[config.mk]
export PLATFORM = sky130hd
export DESIGN_NAME = top_k_price_keeper
export DESIGN_NICKNAME = d
export VERILOG_FILES = /design/src/tkpk_pkg.sv /design/src/top_k_price_keeper.sv /design/src/tkpk_ram.sv
export SDC_FILE = /design/constraint.sdc
export NUM_CORES = 1
export LEC_CHECK = 0
export BUFFER_PORTS_ARGS = -buffer_cell sky130_fd_sc_hd__buf_2
export CAP_MARGIN = 20
export CORE_MARGIN = 5
export CORE_UTILIZATION = 35
export CTS_CLUSTER_SIZE = 20
export DETAILED_ROUTE_END_ITERATION = 10
export GPL_TIMING_DRIVEN = 0
export PLACE_DENSITY_LB_ADDON = 0.2
export SYNTH_ARGS = -nofsm -noshare
export SYNTH_HDL_FRONTEND = slang
export SYNTH_SLANG_ARGS = --single-unit
[constraint.sdc]
create_clock -name clock -period 5 [get_ports clock]
set_input_delay 0.25 -clock clock [delete_from_list [all_inputs] [get_ports clock]]
set_output_delay 0.25 -clock clock [all_outputs]
set_load 0.01 [all_outputs]
[src/tkpk_pkg.sv]
// Shared constants, types and state codes of the top-K price keeper.
package tkpk_pkg;

   // Number of entries that the store keeps.
   localparam int BAG_SIZE = 8;

   // Width of an entry index.
   localparam int IDX_W = (BAG_SIZE > 1) ? $clog2(BAG_SIZE) : 1;

   // Width of a count that can hold BAG_SIZE itself.
   localparam int CNT_W = $clog2(BAG_SIZE + 1);

   // Width of the tag and price fields.
   localparam int FIELD_W = 16;

   // A stored entry is the tag above the price.
   localparam int ENTRY_W = 2 * FIELD_W;

   // Reset value of the reject price register.
   localparam logic [FIELD_W-1:0] REJECT_RESET = 16'd9999;

   // Operation codes of the request word.
   localparam logic OP_OFFER = 1'b0;
   localparam logic OP_DRAIN = 1'b1;

   // Register word indexes on the configuration port.
   localparam logic REG_REJECT = 1'b0;

   typedef logic [IDX_W-1:0]   idx_type;
   typedef logic [CNT_W-1:0]   cnt_type;
   typedef logic [FIELD_W-1:0] field_type;

   typedef enum logic [4:0] {
      S_IDLE   = 5'b00001,
      S_SCAN   = 5'b00010,
      S_OFF_WR = 5'b00100,
      S_SWAP_A = 5'b01000,
      S_SWAP_B = 5'b10000
   } state_type;

endpackage

[src/top_k_price_keeper.sv]
// Top level of the top-K price keeper: store control, sort sequencer and register port.
//
//   Channel   Ports                                        Handshake
//   -------   ------------------------------------------   ---------------------------------
//   request   req_op, req_item_tag, req_price              taken when start and not busy
//   result    rsp_out_tag, rsp_out_price, rsp_last         one cycle, marked by rsp_valid
//   config    psel, penable, pwrite, paddr, pwdata,        written on the access phase,
//             prdata, pready                               pready always high
//
// An offer that is rejected, or that is appended while the store is not full, is taken
// in idle and the block stays ready. An offer into a full store scans every entry through
// the single read port of the entry RAM, so busy stays high for the scan and the write.
// A drain of F entries sorts in place: pass s scans F - s entries and then swaps in the
// states S_SWAP_A and S_SWAP_B; a drain of an empty store leaves the block idle. Each
// word of the drain appears on the result ports for exactly one cycle, emitted at the
// swap that fixes its position, so the receiver cannot stall the block.
// Reset is synchronous and clears the fill count, the state and the reject price (to
// 9999); the entry RAM is not cleared, since only filled entries are ever read.
module top_k_price_keeper (
   input  logic                    clock,
   input  logic                    reset,

   input  logic                    start,
   output logic                    busy,
   input  logic                    req_op,
   input  logic [15:0]             req_item_tag,
   input  logic [15:0]             req_price,

   output logic                    rsp_valid,
   output logic [15:0]             rsp_out_tag,
   output logic [15:0]             rsp_out_price,
   output logic                    rsp_last,

   input  logic                    psel,
   input  logic                    penable,
   input  logic                    pwrite,
   input  logic [2:0]              paddr,
   input  logic [31:0]             pwdata,
   output logic [31:0]             prdata,
   output logic                    pready
);

   // ------------------------------------------------------------------
   // Registers
   // ------------------------------------------------------------------
   tkpk_pkg::state_type  state_ff, state_in;
   tkpk_pkg::cnt_type    fill_count_ff, fill_count_in;
   tkpk_pkg::field_type  reject_price_ff, reject_price_in;

   // Mode of the current scan: set for a drain, clear for an offer into a full store.
   logic                 drain_ff, drain_in;
   // Head of the unsorted tail during a drain; zero for an offer scan.
   tkpk_pkg::cnt_type    base_ff, base_in;
   // Next RAM address to read, and the read that is in flight.
   tkpk_pkg::cnt_type    rd_idx_ff, rd_idx_in;
   logic                 pend_ff, pend_in;
   tkpk_pkg::idx_type    pend_idx_ff, pend_idx_in;
   // Best entry found so far: the minimum for an offer, the maximum for a drain.
   tkpk_pkg::field_type  best_price_ff, best_price_in;
   tkpk_pkg::field_type  best_tag_ff, best_tag_in;
   tkpk_pkg::idx_type    best_idx_ff, best_idx_in;
   // Entry at the head of the tail, which the swap moves to where the best one was.
   logic [tkpk_pkg::ENTRY_W-1:0] first_ff, first_in;
   // Offered item held while the full store is scanned.
   tkpk_pkg::field_type  tag_ff, tag_in;
   tkpk_pkg::field_type  price_ff, price_in;

   // Result word register.
   logic                 rsp_valid_ff, rsp_valid_in;
   tkpk_pkg::field_type  rsp_tag_ff, rsp_tag_in;
   tkpk_pkg::field_type  rsp_price_ff, rsp_price_in;
   logic                 rsp_last_ff, rsp_last_in;

   // ------------------------------------------------------------------
   // Entry RAM: tag in the upper half, price in the lower half.
   // ------------------------------------------------------------------
   logic                          ram_we;
   tkpk_pkg::idx_type             ram_waddr;
   logic [tkpk_pkg::ENTRY_W-1:0]  ram_wdata;
   logic [tkpk_pkg::ENTRY_W-1:0]  ram_rdata;
   tkpk_pkg::field_type           rd_tag;
   tkpk_pkg::field_type           rd_price;

   tkpk_ram #(
      .WIDTH (tkpk_pkg::ENTRY_W),
      .DEPTH (tkpk_pkg::BAG_SIZE)
   ) u_slot_ram (
      .clock   (clock),
      .wr_en   (ram_we),
      .wr_addr (ram_waddr),
      .wr_data (ram_wdata),
      .rd_addr (rd_idx_ff[tkpk_pkg::IDX_W-1:0]),
      .rd_data (ram_rdata)
   );

   assign rd_tag   = ram_rdata[tkpk_pkg::ENTRY_W-1:tkpk_pkg::FIELD_W];
   assign rd_price = ram_rdata[tkpk_pkg::FIELD_W-1:0];

   // ------------------------------------------------------------------
   // Handshake helpers
   // ------------------------------------------------------------------
   logic                accept;
   logic                cfg_write;
   logic                reg_sel;
   tkpk_pkg::cnt_type   last_idx;
   logic                store_full;

   assign busy       = (state_ff != tkpk_pkg::S_IDLE);
   assign accept     = start && !busy;
   assign pready     = 1'b1;
   assign reg_sel    = (paddr[2] == tkpk_pkg::REG_REJECT);
   assign cfg_write  = psel && penable && pwrite && pready;
   assign last_idx   = fill_count_ff - tkpk_pkg::cnt_type'(1);
   assign store_full = (fill_count_ff == tkpk_pkg::cnt_type'(tkpk_pkg::BAG_SIZE));

   // The register reads back zero-extended; other word addresses read as zero.
   assign prdata = reg_sel ? {16'b0, reject_price_ff} : 32'b0;

   always_comb begin
      reject_price_in = reject_price_ff;
      if (cfg_write && reg_sel) begin
         reject_price_in = pwdata[15:0];
      end
   end

   // ------------------------------------------------------------------
   // Sequencer
   // ------------------------------------------------------------------
   always_comb begin
      state_in      = state_ff;
      fill_count_in = fill_count_ff;
      drain_in      = drain_ff;
      base_in       = base_ff;
      rd_idx_in     = rd_idx_ff;
      pend_in       = 1'b0;
      pend_idx_in   = pend_idx_ff;
      best_price_in = best_price_ff;
      best_tag_in   = best_tag_ff;
      best_idx_in   = best_idx_ff;
      first_in      = first_ff;
      tag_in        = tag_ff;
      price_in      = price_ff;
      rsp_valid_in  = 1'b0;
      rsp_tag_in    = rsp_tag_ff;
      rsp_price_in  = rsp_price_ff;
      rsp_last_in   = rsp_last_ff;
      ram_we        = 1'b0;
      ram_waddr     = best_idx_ff;
      ram_wdata     = {best_tag_ff, best_price_ff};

      case (state_ff)
         tkpk_pkg::S_IDLE: begin
            if (accept) begin
               tag_in    = req_item_tag;
               price_in  = req_price;
               base_in   = '0;
               rd_idx_in = '0;
               if (req_op == tkpk_pkg::OP_DRAIN) begin
                  // An empty store drains to nothing.
                  drain_in = 1'b1;
                  if (fill_count_ff != '0) begin
                     state_in = tkpk_pkg::S_SCAN;
                  end
               end else if (req_price != reject_price_ff) begin
                  drain_in = 1'b0;
                  if (store_full) begin
                     state_in = tkpk_pkg::S_SCAN;
                  end else begin
                     // Append at the fill count; the write lands before any later read.
                     ram_we        = 1'b1;
                     ram_waddr     = fill_count_ff[tkpk_pkg::IDX_W-1:0];
                     ram_wdata     = {req_item_tag, req_price};
                     fill_count_in = fill_count_ff + tkpk_pkg::cnt_type'(1);
                  end
               end
            end
         end

         tkpk_pkg::S_SCAN: begin
            // Issue one read a cycle up to the fill count.
            if (rd_idx_ff < fill_count_ff) begin
               pend_in     = 1'b1;
               pend_idx_in = rd_idx_ff[tkpk_pkg::IDX_W-1:0];
               rd_idx_in   = rd_idx_ff + tkpk_pkg::cnt_type'(1);
            end
            // Compare the entry that arrives from the previous read.
            if (pend_ff) begin
               if (tkpk_pkg::cnt_type'(pend_idx_ff) == base_ff) begin
                  best_price_in = rd_price;
                  best_tag_in   = rd_tag;
                  best_idx_in   = pend_idx_ff;
                  first_in      = ram_rdata;
               end else if (drain_ff ? (rd_price > best_price_ff)
                                     : (rd_price < best_price_ff)) begin
                  // Strict compare keeps the first entry found among equals.
                  best_price_in = rd_price;
                  best_tag_in   = rd_tag;
                  best_idx_in   = pend_idx_ff;
               end
               if (tkpk_pkg::cnt_type'(pend_idx_ff) == last_idx) begin
                  pend_in  = 1'b0;
                  state_in = drain_ff ? tkpk_pkg::S_SWAP_A : tkpk_pkg::S_OFF_WR;
               end
            end
         end

         tkpk_pkg::S_OFF_WR: begin
            // Replace the first minimum only when the offer is strictly greater.
            ram_we    = (best_price_ff < price_ff);
            ram_waddr = best_idx_ff;
            ram_wdata = {tag_ff, price_ff};
            state_in  = tkpk_pkg::S_IDLE;
         end

         tkpk_pkg::S_SWAP_A: begin
            // The largest entry of the tail takes the head; it is final, so emit it.
            ram_we       = 1'b1;
            ram_waddr    = base_ff[tkpk_pkg::IDX_W-1:0];
            ram_wdata    = {best_tag_ff, best_price_ff};
            rsp_valid_in = 1'b1;
            rsp_tag_in   = best_tag_ff;
            rsp_price_in = best_price_ff;
            rsp_last_in  = (base_ff == last_idx);
            state_in     = tkpk_pkg::S_SWAP_B;
         end

         tkpk_pkg::S_SWAP_B: begin
            // The old head goes where the largest entry was.
            ram_we    = 1'b1;
            ram_waddr = best_idx_ff;
            ram_wdata = first_ff;
            base_in   = base_ff + tkpk_pkg::cnt_type'(1);
            rd_idx_in = base_ff + tkpk_pkg::cnt_type'(1);
            if (base_ff == last_idx) begin
               state_in = tkpk_pkg::S_IDLE;
            end else begin
               state_in = tkpk_pkg::S_SCAN;
            end
         end

         default: begin
            state_in = tkpk_pkg::S_IDLE;
         end
      endcase
   end

   // ------------------------------------------------------------------
   // Register update
   // ------------------------------------------------------------------
   always_ff @(posedge clock) begin
      if (reset) begin
         state_ff        <= tkpk_pkg::S_IDLE;
         fill_count_ff   <= '0;
         reject_price_ff <= tkpk_pkg::REJECT_RESET;
         pend_ff         <= 1'b0;
         rsp_valid_ff    <= 1'b0;
         drain_ff        <= 1'b0;
         base_ff         <= '0;
         rd_idx_ff       <= '0;
      end else begin
         state_ff        <= state_in;
         fill_count_ff   <= fill_count_in;
         reject_price_ff <= reject_price_in;
         pend_ff         <= pend_in;
         rsp_valid_ff    <= rsp_valid_in;
         drain_ff        <= drain_in;
         base_ff         <= base_in;
         rd_idx_ff       <= rd_idx_in;
      end
   end

   always_ff @(posedge clock) begin
      pend_idx_ff   <= pend_idx_in;
      best_price_ff <= best_price_in;
      best_tag_ff   <= best_tag_in;
      best_idx_ff   <= best_idx_in;
      first_ff      <= first_in;
      tag_ff        <= tag_in;
      price_ff      <= price_in;
      rsp_tag_ff    <= rsp_tag_in;
      rsp_price_ff  <= rsp_price_in;
      rsp_last_ff   <= rsp_last_in;
   end

   assign rsp_valid     = rsp_valid_ff;
   assign rsp_out_tag   = rsp_tag_ff;
   assign rsp_out_price = rsp_price_ff;
   assign rsp_last      = rsp_last_ff;

   // ------------------------------------------------------------------
   // Assertions
   // ------------------------------------------------------------------
`ifndef SYNTHESIS
   // A result word only leaves during a drain, so the block is still busy.
   assert property (@(posedge clock) disable iff (reset) rsp_valid |-> busy)
      else $error("result word shown while idle");

   // The fill count never passes the store size.
   assert property (@(posedge clock) disable iff (reset)
      fill_count_ff <= tkpk_pkg::cnt_type'(tkpk_pkg::BAG_SIZE))
      else $error("fill count beyond store size");

   // A scan never runs over an empty store.
   assert property (@(posedge clock) disable iff (reset)
      (state_ff == tkpk_pkg::S_SCAN) |-> (fill_count_ff != '0))
      else $error("scan of an empty store");

   // The last word of a drain returns the block to idle in the following cycle.
   assert property (@(posedge clock) disable iff (reset)
      (rsp_valid && rsp_last) |=> !busy)
      else $error("block still busy after the last word");
`endif

endmodule

[src/tkpk_ram.sv]
// Generic simple dual-port RAM with one write port and a registered read port.
module tkpk_ram #(
   parameter int WIDTH = 32,
   parameter int DEPTH = 8
) (
   input  logic                  clock,
   input  logic                  wr_en,
   input  logic [((DEPTH > 1) ? $clog2(DEPTH) : 1)-1:0] wr_addr,
   input  logic [WIDTH-1:0]      wr_data,
   input  logic [((DEPTH > 1) ? $clog2(DEPTH) : 1)-1:0] rd_addr,
   output logic [WIDTH-1:0]      rd_data
);

   logic [WIDTH-1:0] mem_ff [DEPTH];
   logic [WIDTH-1:0] rd_data_ff;

   always_ff @(posedge clock) begin
      if (wr_en) begin
         mem_ff[wr_addr] <= wr_data;
      end
      rd_data_ff <= mem_ff[rd_addr];
   end

   assign rd_data = rd_data_ff;

endmodule

==> results, run 1 <==
- The critical path is of the flop to flop type.
- Global routing used 16.5% of the available tracks.
- The worst hold path startpoint is reset.
- Of all nets on the critical path, the largest fanout is 12.
- For this run, global-route usage on met1 was measured as 23.7%.
- After synthesis the netlist holds a flip-flop and latch count of 459.
- The time the worst path needs with I/O delays and setup is 4.21 ns.
- The number of antenna violations at the first check in global routing is 0.
- In the routed design, unresolved DRC markers number 0.
- The first-pass GRT wire length is 69700 um.
- The leakage dissipation is 8.02 nW.
- The ratio of final minimum period to clock period is 84.1%.
- The maximum number of pins on one net before global-route repair is 25.
- The initialized floorplan defines 83 standard-cell rows.
- In this run the worst setup path begins at best_price_ff[11]$_DFFE_PP_.
- The number of max-slew violations in the final report is 0.
- Setup repair after global routing left no endpoint under its margin.
- In this run the clock root is driven by a sky130_fd_sc_hd__clkbuf_16.
- The total power draw is 9.81 mW.
- The worst register-to-register path has a depth of 10.
- For this run, the number of Yosys warnings is 0.
- Gates resized during post-CTS repair numbered 0.
- The synthesized netlist occupies a cell area of 18200 um2.
- The detailed placer's ending HPWL is 32600 um.
- In this run the tightest slew margin relative to its limit is 23.2%.
- The endpoint identified for the worst register-to-register timing path is u_slot_ram.mem_ff[0][23]$_DFFE_PP_.
- Detailed routing inserted a total of 10400 vias.
- The number of violations of the max-capacitance limit is 0.
- STA classifies the critical path endpoint as a flop.
- The final core area utilization is 43.3%.
- The placed standard-cell area is 20200 um2.
- The number of buffer and inverter stages on the critical path is 2.
- The count of buffers added on input and output ports is 105.
- In this run the register-to-register setup slack is 0.79 ns.
- Dividing the detail-routed wire length by the instance count gives 22.6 um.
- The clock insertion delay at the later pin of the skew report is 0.58 ns.
- The count of antenna diodes in the layout is 0.
- After global routing the overflow that remains totals 0.
- The core region is 51400 um2.
- The layout overhead on the synthesized area is 22.5%.
- Clock-pin slew was measured on the worst setup and hold paths at 0.06 ns.
- The initial cell density of the core is 35.3%.
- The instance count of the mapped netlist is 1129.
- Global routing used 26.2% of the available met2 tracks.
- The count of final setup violators is 0.
- In this run the critical register-to-register path is launched from best_price_ff[11]$_DFFE_PP_.
- In this run, the number of DRC markers left after iteration 0 of detailed routing was 894.
- The via count of the first global-routing pass is 10600.
- The met3 usage in global routing is 2.85%.
- The congestion estimate from routability-driven global placement came to 0.811.
- The fmax is 238 MHz.
- The dominant delay contributor by cell family on the critical path is compound AO/OA/AOI/OAI gates.
- The number of synthesized flops with an enable pin is 391.
- Setup total negative slack on the finished layout was measured at 0 ns.
- The post-route standard cell area excluding fillers is 22300 um2.
- The kind of start point of the critical path is a flop.
- At the worst endpoint, the required time is 5.27 ns.
- The prevailing post-synth register cell is sky130_fd_sc_hd__edfxtp_1.
- The maximum number of buffers from clock root to sink is 3.
- The H-tree was split into 2 levels.
- Once the clock tree was built, the setup fixing pass inserted 0 buffers.
- The fraction of final layout cells with drive strength greater than 1 is 22.8%.
- In the routed layout, each cell is associated on average with a via count of 4.98.
- The end point of the most critical hold path is rsp_valid$_SDFF_PP0_.
- Data arrives at the worst endpoint at 4.48 ns.
- Summing the sequential cell areas from Yosys gives 72.1% of the chip area.
- The wire length reported by the detailed router is 47300 um.
- The largest vdd supply drop is 0.000253 V.
- Dividing total power by cell area gives a power density of 441 nW/um2.
- The net count of the finished layout is 1490.
- The post-synthesis cell type count is 64.
- The most common library cell in the layout ignoring fill and taps is sky130_fd_sc_hd__edfxtp_1.
- The CTS tree is done.
- The critical path goes through ha_1 > a21oi_1 > o21ai_0 > a2111oi_0 > o21ai_0 > a21oi_1 > nor4_4 > nor3_4 > buf_16 > buf_8.
- Leaving out fill and tap cells, the most frequent cells in the layout are sky130_fd_sc_hd__edfxtp_1, sky130_fd_sc_hd__nand2_1, sky130_fd_sc_hd__buf_2.
- The number of hold violations in the final report is 0.
- The number of nets still failing antenna checks after routing is 0.
- The number of buffers added to fix hold violations after cts is 48.
- The slew at the pin closest to its max-slew limit is 1.15 ns.
- The die covers 56600 um2.
- The longest individual stage delay on the worst path is 0.79 ns.
- The TritonCTS sink count is 459.
- The die is 238 um wide.
- The worst clock skew is 0.0179 ns.
- Counting the buffers created by CTS gives 49.
- From bottom edge to top edge, the die measures 238 um.
- The share of synthesized flip-flops with an asynchronous set or reset is 0%.
- Each instance of the synthesized netlist takes up on average 16.1 um2.
- The worst hold path belongs to the class primary input to flop.
- The slowest stage of the critical path belongs to the cell sky130_fd_sc_hd__nor3_4.
- The flow ran to the end, and the final reports show no timing, DRC or antenna violations.
- The layer flagged by global routing as most heavily used is met2.
- The I/O pin count is 142.
- Along the worst hold path, the cell count comes to 2.
- The worst hold slack across all endpoints is 0.0572 ns.
- The number of iterations in the first detailed-routing pass is 5.
-- routing by layer --
metal  up-vias  wire, um
li1       4770         -
met4         0      1030
met2       319     21800
met3        58      2980
met1      5296     21500
met5         -         0
-- stage by stage --
| stage | setup WS, ns | cells |
|---|---|---|
| 2_1_floorplan | -0.202 | 1144 |
| 3_3_place_gp | -4.27 | 1929 |
| 3_5_place_dp | 0.812 | 1956 |
| 4_1_cts | 0.753 | 2095 |
| 5_1_grt | 0.521 | 2097 |
| 6_report | 0.795 | 2097 |
-- worst max-delay path by stage --
stage | endpoint | slack (ns) | cells after the start
finish | u_slot_ram.mem_ff[0][23]$_DFFE_PP_ | 0.79 | 10
floorplan | u_slot_ram.mem_ff[5][0]$_DFFE_PP_ | -0.20 | 6
detailed placement | u_slot_ram.mem_ff[0][18]$_DFFE_PP_ | 0.81 | 10
global route | u_slot_ram.mem_ff[0][23]$_DFFE_PP_ | 0.52 | 10
CTS | u_slot_ram.mem_ff[0][23]$_DFFE_PP_ | 0.75 | 10
global placement | u_slot_ram.mem_ff[5][12]$_DFFE_PP_ | -4.27 | 5
-- layout make-up --
type	count	area, um2
Timing Repair Buffer	182	1510
Clock inverter	18	173
Clock buffer	73	1410
Inverter	39	146
Multi-Input combinational cell	578	4690
Fill cell	4563	29100
Sequential cell	459	13100
Tap cell	680	851
Buffer	68	374
-- cell families (layout without fill, tap and decap cells) --
group / after synthesis / after routing / synth area share, %
muxes: 69 / 69 / 8.24
xor gates and xnor gates: 32 / 32 / 1.54
DFF: 459 / 459 / 72.1
AOI/OAI and AO/OA: 102 / 102 / 4.34
adders and majority gates: 39 / 39 / 2.69
and+or+nand+nor: 319 / 319 / 8.19
buffers and inverters: 107 / 380 / 2.86
other: 2 / 17 / 0.0413
-- report_power, final --
part | internal, mW | switching, mW | total (mW)
clock | 2.10 | 1.45 | 3.55
combinational | 0.531 | 0.980 | 1.51
sequential | 4.65 | 0.0989 | 4.74
-- worst register-to-register path, cell delays in order, from the launching register on --
cell and delay (ns):
sky130_fd_sc_hd__edfxtp_1 0.48, sky130_fd_sc_hd__ha_1 0.38, sky130_fd_sc_hd__a21oi_1 0.15, sky130_fd_sc_hd__o21ai_0 0.22, sky130_fd_sc_hd__a2111oi_0 0.55, sky130_fd_sc_hd__o21ai_0 0.30
sky130_fd_sc_hd__a21oi_1 0.45, sky130_fd_sc_hd__nor4_4 0.18, sky130_fd_sc_hd__nor3_4 0.79, sky130_fd_sc_hd__buf_16 0.23, sky130_fd_sc_hd__buf_8 0.18
-- sequential cells by signal, indices dropped and copies added, names as in the netlist --
register	flops
u_slot_ram.mem_ff	256
first_ff	32
u_slot_ram.rd_data	32
best_price_ff	16
best_tag_ff	16
price_ff	16
reject_price_ff	16
rsp_out_price	16
rsp_out_tag	16
tag_ff	16
state_ff	5
base_ff	4
fill_count_ff	4
rd_idx_ff	4
best_idx_ff	3
pend_idx_ff	3
drain_ff	1
pend_ff	1
rsp_last	1
rsp_valid	1
-- synthesized netlist by cell type (all sizes together) (5+ instances only) --
library cell / count / area share (%)
clkbuf: 28 / 0.58
nand4: 6 / 0.21
nand3: 5 / 0.14
nor2b: 24 / 0.83
o21ai: 11 / 0.30
nor2: 23 / 0.49
xor2: 21 / 1.0
ha: 39 / 2.7
buf: 40 / 1.5
nor3: 15 / 0.44
inv: 39 / 0.81
mux4: 64 / 7.9
nand3b: 12 / 0.50
edfxtp: 391 / 65
nor4: 8 / 0.36
a21oi: 27 / 0.74
dfxtp: 68 / 7.5
a222oi: 32 / 1.8
a21o: 6 / 0.25
and2: 5 / 0.19
nand2: 203 / 4.2
xnor2: 11 / 0.53
No activity file was read; power rests on OpenSTA's default activity.
==> inputs of run 2 (changes only) <==
Clock period 5 ns to 3.9 ns, I/O delays scaled along.
==> results, run 2 (synthesized netlist as in run 1, its figures left out) <==
- The flow ran to the end, and the final reports show no timing, DRC or antenna violations.
- The number of antenna violations at the first check in global routing is 0.
- The CTS tree is done.
- Counting along the longest clock path gives a buffer depth of 3.
- The multi-input logic area is 4710 um2.
- The TritonCTS sink count is 459.
- The worst hold slack across all endpoints is 0.181 ns.
- At the end of routability-driven placement, the weighted congestion stood at 0.822.
- Data arrives at the worst endpoint at 3.97 ns.
- The first-pass GRT wire length is 69900 um.
- On the final layout, the worst clock skew is 0.0209 ns.
- The clock tree root buffer cell is sky130_fd_sc_hd__clkbuf_16.
- The number of I/O port buffers is 105.
- The number of antenna diodes in the final layout is 0.
- The clock tree synthesis step divided the H-tree into 2 levels.
- The critical path goes through ha_1 > a21oi_1 > o21ai_0 > a2111oi_0 > o21ai_0 > a21oi_2 > nor4_4 > nor3_4 > buf_16 > buf_16.
- For this run, the number of standard cells in the final layout without fillers is 2110.
- IR analysis of the VDD net gives a maximum drop of 0.000326 V.
- For this design the ratio of total power to cell area is 570 nW/um2.
- The critical path's slowest cell is sky130_fd_sc_hd__a2111oi_0.
- The I/O pin count is 142.
- The placed instances occupy a cell area of 20200 um2.
- In this run the worst path has a maximum fanout of 14.
- The number of hold violations in the final report is 0.
- Cells fill 43.9% of the core in the end.
- The clock edge transition at the registers on the reported setup and hold paths is 0.06 ns.
- The worst path uses 94.6% of the clock period.
- Relative to the synthesized area, the layout overhead comes to 24.2%.
- The number of flip-flops under the largest register name is 256.
- The tool flagged a number of max-cap violations equal to 0.
- The kind of critical path is flop to flop.
- Derived from the worst setup path, the maximum achievable clock frequency is 271 MHz.
- The DRC violation total after the first TritonRoute iteration is 917.
- The DRC violation count after routing is 0.
- In this design, the largest share of critical-path delay is due to compound AO/OA/AOI/OAI gates.
- The number of instances in the placed design is 1953.
- Dividing the detail-routed wire length by the instance count gives 22.5 um.
- The fraction of final layout cells with drive strength greater than 1 is 24.0%.
- The number of iterations in the first detailed-routing pass is 5.
- At the worst endpoint, the required time is 4.18 ns.
- For the worst-skew pair, the clock arrives at the later sink with an insertion delay of 0.59 ns.
- In this run the static leakage power is 8.17 nW.
- The longest individual stage delay on the worst path is 0.54 ns.
- Row generation in the floorplan step produced 83 rows.
- The global-route usage over all layers is 16.4%.
- The routed layout has 10500 vias.
- Counting flops per register, the top entry is u_slot_ram.mem_ff.
- From left edge to right edge, the die measures 238 um.
- The count of final setup violators is 0.
- The area of the die is 56600 um2.
- The initial cell density of the core is 35.3%.
- The net count of the finished layout is 1503.
- The number of max-slew violations in the final report is 0.
- The number of nets still failing antenna checks after routing is 0.
- The sequential cells in the finished layout cover a total of 13100 um2.
- Counting both buffers and inverters, the worst setup path holds a total of 2.
- The via density per instance is 4.99.
- Counting the buffers created by CTS gives 48.
- Measured against its own limit, the worst slew margin works out to 25.3%.
- The path category of the worst min-delay check is primary input to flop.
- At the pin with the least slew margin, the transition time is 1.11 ns.
- The worst setup path is launched from a flop.
- STA classifies the critical path endpoint as a flop.
- The overall die height is 238 um.
- Global routing finished with a remaining overflow of 0.
- The detailed placer's ending HPWL is 32400 um.
- The filler cell count in the final layout is 4575.
- Setup repair after global routing left no endpoint under its margin.
- After detailed routing, the total wire length is 47500 um.
- The via count of the first global-routing pass is 10800.
- The most common library cell in the layout ignoring fill and taps is sky130_fd_sc_hd__edfxtp_1.
- Entering global routing, the biggest net connects 25 pins.
- The core region is 51400 um2.
- The time the worst path needs with I/O delays and setup is 3.69 ns.
- The post-route standard cell area excluding fillers is 22600 um2.
- The library cells used most frequently in the layout, excluding fill and tap cells, are sky130_fd_sc_hd__edfxtp_1, sky130_fd_sc_hd__nand2_1, sky130_fd_sc_hd__buf_2.
==> run 2: report_power, final <==
part	switching, mW	leakage [nW]	internal (mW)
Clock	1.93	0.805	2.85
Combinational	1.27	3.25	0.721
Sequential	0.125	4.11	5.95
Total	3.33	8.17	9.52
==> run 2: worst paths after layout <==
path / cells after the start / slack [ns] / from / end
setup / recovery: 10 / 0.21 / best_price_ff[11]$_DFFE_PP_ / u_slot_ram.mem_ff[5][3]$_DFFE_PP_
setup reg to reg: 10 / 0.21 / best_price_ff[11]$_DFFE_PP_ / u_slot_ram.mem_ff[5][3]$_DFFE_PP_
hold / removal: 4 / 0.18 / start / state_ff[1]$_SDFFE_PP0P_
hold reg to reg: 0 / 0.43 / u_slot_ram.rd_data[23]$_DFF_P_ / best_tag_ff[7]$_DFFE_PP_
==> run 2: worst register-to-register path, cell delays in order (launching register included) <==
cell	delay, ns
sky130_fd_sc_hd__edfxtp_1	0.49
sky130_fd_sc_hd__ha_1	0.38
sky130_fd_sc_hd__a21oi_1	0.14
sky130_fd_sc_hd__o21ai_0	0.23
sky130_fd_sc_hd__a2111oi_0	0.54
sky130_fd_sc_hd__o21ai_0	0.36
sky130_fd_sc_hd__a21oi_2	0.37
sky130_fd_sc_hd__nor4_4	0.17
sky130_fd_sc_hd__nor3_4	0.33
sky130_fd_sc_hd__buf_16	0.20
sky130_fd_sc_hd__buf_16	0.18
==> run 2: timing repair <==
item,in CTS,in global routing
hold buffers,50,0
endpoints found under the hold margin,51,0
setup buffers,16,0
pin swaps,8,0
cloned,0,0
gates resized for setup,0,1
endpoints found under the setup margin,244,26
==> run 2: final cells by class <==
class,count,area share [%]
Sequential cell,459,58.1
Multi-Input combinational cell,578,20.9
Timing Repair Buffer,196,7.68
Clock buffer,59,5.60
Tap cell,680,3.77
Clock inverter,31,1.71
Buffer,68,1.66
Inverter,39,0.649
==> run 2: per-layer routing <==
layer | share of wire [%] | vias up | wire [um] | global-route usage, %
met5 | 0 | - | 0 | 0
met2 | 46 | 312 | 21900 | 26.3
met3 | 5.7 | 56 | 2720 | 2.57
li1 | - | 4805 | - | -
met4 | 1.9 | 0 | 921 | 4.37
met1 | 46 | 5352 | 21900 | 23.7
==> run 2: through the flow <==
step	setup WS (ns)	power [mW]	setup TNS [ns]
global route	0.0893	13.3	0
global placement	-2.96	7.97	-640.06
detailed placement	-0.527	8.11	-71.43
finish	0.212	12.8	0
CTS	0.0176	13.0	0
floorplan	-0.339	7.30	-47.26
==> inputs of run 3 (changes only) <==
Clock period 3.9 ns to 4.55 ns, I/O delays scaled along.
==> results, run 3 (synthesized netlist as in run 1, its figures left out) <==
- In the finished design, the share of the clock period the worst path needs comes to 92.4%.
- The detailed placer's ending HPWL is 32600 um.
- The leakage dissipation is 8.02 nW.
- The routed design could run at a clock period as short as 4.21 ns.
- At the later pin of the worst-skew pair, clock insertion delay measures 0.57 ns.
- Of the cells placed in the final design, the portion with a size suffix greater than 1 is 22.8%.
- In the routed design, unresolved DRC markers number 0.
- At the end of the flow the core is filled with cells to 43.3%.
- The vias after detailed routing is 10500.
- The number of flip-flops under the largest register name is 256.
- In the final routed layout, each cell accounts on average for 22.6 um.
- The top cell types in the final layout, fill and taps aside, are sky130_fd_sc_hd__edfxtp_1, sky130_fd_sc_hd__nand2_1, sky130_fd_sc_hd__buf_2.
- The worst setup path is captured at a flop.
- The number of antenna violations at the first check in global routing is 0.
- The wire length reported by the detailed router is 47400 um.
- Setup total negative slack on the finished layout was measured at 0 ns.
- The pre-antenna-repair detailed-routing pass consisted of 6 iterations.
- The multi-input combinational cells in the finished layout cover a total of 4690 um2.
- The first-pass GRT wire length is 69800 um.
- Counting instances, the worst hold path has a depth of 2.
- Between clock sinks in the finished design, the worst skew comes to 0.0170 ns.
- After routing the design area is 22300 um2.
- The number of violations of the max-capacitance limit is 0.
- The critical path goes through ha_1 > a21oi_1 > o21ai_0 > a2111oi_0 > o21ai_0 > a21oi_1 > nor4_4 > nor3_4 > buf_16 > buf_8.
- At the pin with the least slew margin, the transition time is 1.17 ns.
- The slack of the worst reg-to-reg path is 0.34 ns.
- The placed standard-cell area is 20200 um2.
- Setup repair after global routing left no endpoint under its margin.
- Using the TritonRoute via totals, the vias-per-cell ratio works out to 5.00.
- The number of I/O port buffers is 105.
- The area of the die is 56600 um2.
- The startpoint identified for the worst register-to-register timing path is best_price_ff[11]$_DFFE_PP_.
- The total CTS buffers is 49.
- The longest clock path from root to sink contains 3 buffers.
- The DRC violation total after the first TritonRoute iteration is 872.
- The net count of the finished layout is 1491.
- The fmax is 238 MHz.
- The repair_antennas step left the layout with diodes totalling 0.
- Along the worst path, the maximum fanout reaches 12.
- The library cell used most frequently in the layout, excluding fill and tap cells, is sky130_fd_sc_hd__edfxtp_1.
- The tightest min-delay check is of the primary input to flop type.
- The critical path is of the flop to flop type.
- Once the floorplan was initialized, standard cells occupied 35.3% of the core.
- The number of H-tree branching levels is 2.
- Routability-driven placement finished with a final weighted congestion of 0.811.
- The longest individual stage delay on the worst path is 0.79 ns.
- The post-placement worst setup slack is 0.362 ns.
- The register with the most flip-flops is u_slot_ram.mem_ff.
- After floorplanning, the core was sized to cover 51400 um2.
- The area used by sequential logic in the layout is 13100 um2.
- The worst hold path startpoint is reset.
- TritonCTS built the clock tree.
- The global-route congestion overflow total is 0.
- The terminus of the critical flop-to-flop path is u_slot_ram.mem_ff[0][23]$_DFFE_PP_.
- Post-CTS timing repair inserted 0 buffers for setup.
- The count of final setup violators is 0.
- The maximum number of pins on one net before global-route repair is 25.
- The largest vdd supply drop is 0.000278 V.
- The floorplan has 83 rows.
- Clock-pin slew was measured on the worst setup and hold paths at 0.06 ns.
- The number of hold violations in the final report is 0.
- Clock tree synthesis selected as its root buffer the cell sky130_fd_sc_hd__clkbuf_16.
- Compared with the post-synthesis result, the final layout area differs by 22.5%.
- The overall die height is 238 um.
- The number of nets still failing antenna checks after routing is 0.
- The kind of start point of the critical path is a flop.
- The setup slack of the critical path after layout is 0.345 ns.
- The number of max-slew violations in the final report is 0.
- In the global route stage, overall resource usage came out at 16.5%.
- The worst hold slack across all endpoints is 0.0389 ns.
- The relative slew slack is 22.1%.
- The filler cells instantiated in the layout total 4560.
- The slowest stage of the critical path belongs to the cell sky130_fd_sc_hd__nor3_4.
- The horizontal extent of the die is 238 um.
- The TritonCTS sink count is 459.
- STA puts the critical path data required time at 4.82 ns.
- 142 I/O pins were placed.
- The flow ran to the end, and the final reports show no timing, DRC or antenna violations.
- The number of cells on the worst reg-to-reg path is 10.
- The via count of the first global-routing pass is 10600.
- For hold timing, the worst endpoint is rsp_valid$_SDFF_PP0_.
- The data arrival time of the critical path is 4.48 ns.
- Dividing total power by cell area gives a power density of 484 nW/um2.
run 3: changes by cell type in the layout (fill, tap and decap cells not counted), moves of 2 or more:
cell | previous run | this run
sky130_fd_sc_hd__buf_4 | 32 | 21
sky130_fd_sc_hd__clkbuf_1 | 37 | 44
sky130_fd_sc_hd__buf_12 | 8 | 2
sky130_fd_sc_hd__buf_6 | 5 | 11
sky130_fd_sc_hd__clkinv_2 | 10 | 4
sky130_fd_sc_hd__bufinv_16 | 8 | 3
sky130_fd_sc_hd__clkbuf_8 | 2 | 7
sky130_fd_sc_hd__buf_16 | 11 | 7
sky130_fd_sc_hd__buf_8 | 10 | 13
sky130_fd_sc_hd__clkbuf_16 | 48 | 50
sky130_fd_sc_hd__nor3_2 | 2 | 4
sky130_fd_sc_hd__nor3_4 | 8 | 6
run 3: final cells by class:
| type | count | area share, % |
|---|---|---|
| clock buffer | 73 | 6.32 |
| timing repair buffer | 183 | 6.84 |
| inverter | 39 | 0.657 |
| multi-input combinational | 578 | 21.1 |
| buffer | 68 | 1.68 |
| tap | 680 | 3.82 |
| clock inverter | 18 | 0.775 |
| sequential | 459 | 58.8 |
run 3: worst max-delay path: cells and delay by family, from the launching register on:
| kind | cells | cell delay, ns |
|---|---|---|
| buf+inv | 2 | 0.41 |
| simple gates | 2 | 0.97 |
| fa+ha+maj | 1 | 0.37 |
| flops | 1 | 0.47 |
| compound gates | 5 | 1.67 |
run 3: routing by layer:
layer / share of wire [%] / vias to the layer above / GRT usage [%]
li1: - / 4780 / -
met1: 46 / 5318 / 23.8
met2: 46 / 322 / 26.3
met3: 6.3 / 60 / 2.85
met4: 2.2 / 0 / 4.60
met5: 0 / - / 0
run 3: worst max path at each step:
| stage | depth (start not counted) | startpoint | endpoint |
|---|---|---|---|
| 2_1_floorplan | 6 | state_ff[0]$_SDFFE_PP1P_ | u_slot_ram.mem_ff[5][0]$_DFFE_PP_ |
| 3_3_place_gp | 5 | state_ff[0]$_SDFFE_PP1P_ | u_slot_ram.mem_ff[5][12]$_DFFE_PP_ |
| 3_5_place_dp | 10 | best_price_ff[11]$_DFFE_PP_ | u_slot_ram.mem_ff[0][18]$_DFFE_PP_ |
| 4_1_cts | 10 | best_price_ff[11]$_DFFE_PP_ | u_slot_ram.mem_ff[0][23]$_DFFE_PP_ |
| 5_1_grt | 10 | best_price_ff[11]$_DFFE_PP_ | u_slot_ram.mem_ff[0][23]$_DFFE_PP_ |
| 6_report | 10 | best_price_ff[11]$_DFFE_PP_ | u_slot_ram.mem_ff[0][23]$_DFFE_PP_ |
run 3: power by group:
part	total (mW)	internal, mW	switching, mW
clock network	3.90	2.31	1.60
logic	1.66	0.584	1.08
registers	5.21	5.11	0.109
total	10.8	8.00	2.79
run 3: repair_timing:
item / 4_1_cts / 5_1_grt
gates resized for setup: 0 / 0
hold buffers: 49 / 0
endpoints found under the hold margin: 49 / 0
run 3: stage by stage:
stage / cells / power (mW)
after global placement: 1929 / 6.82
after floorplan: 1144 / 6.25
final: 2098 / 10.8
after CTS: 2096 / 10.9
after global routing: 2098 / 11.2
after detailed placement: 1956 / 6.94
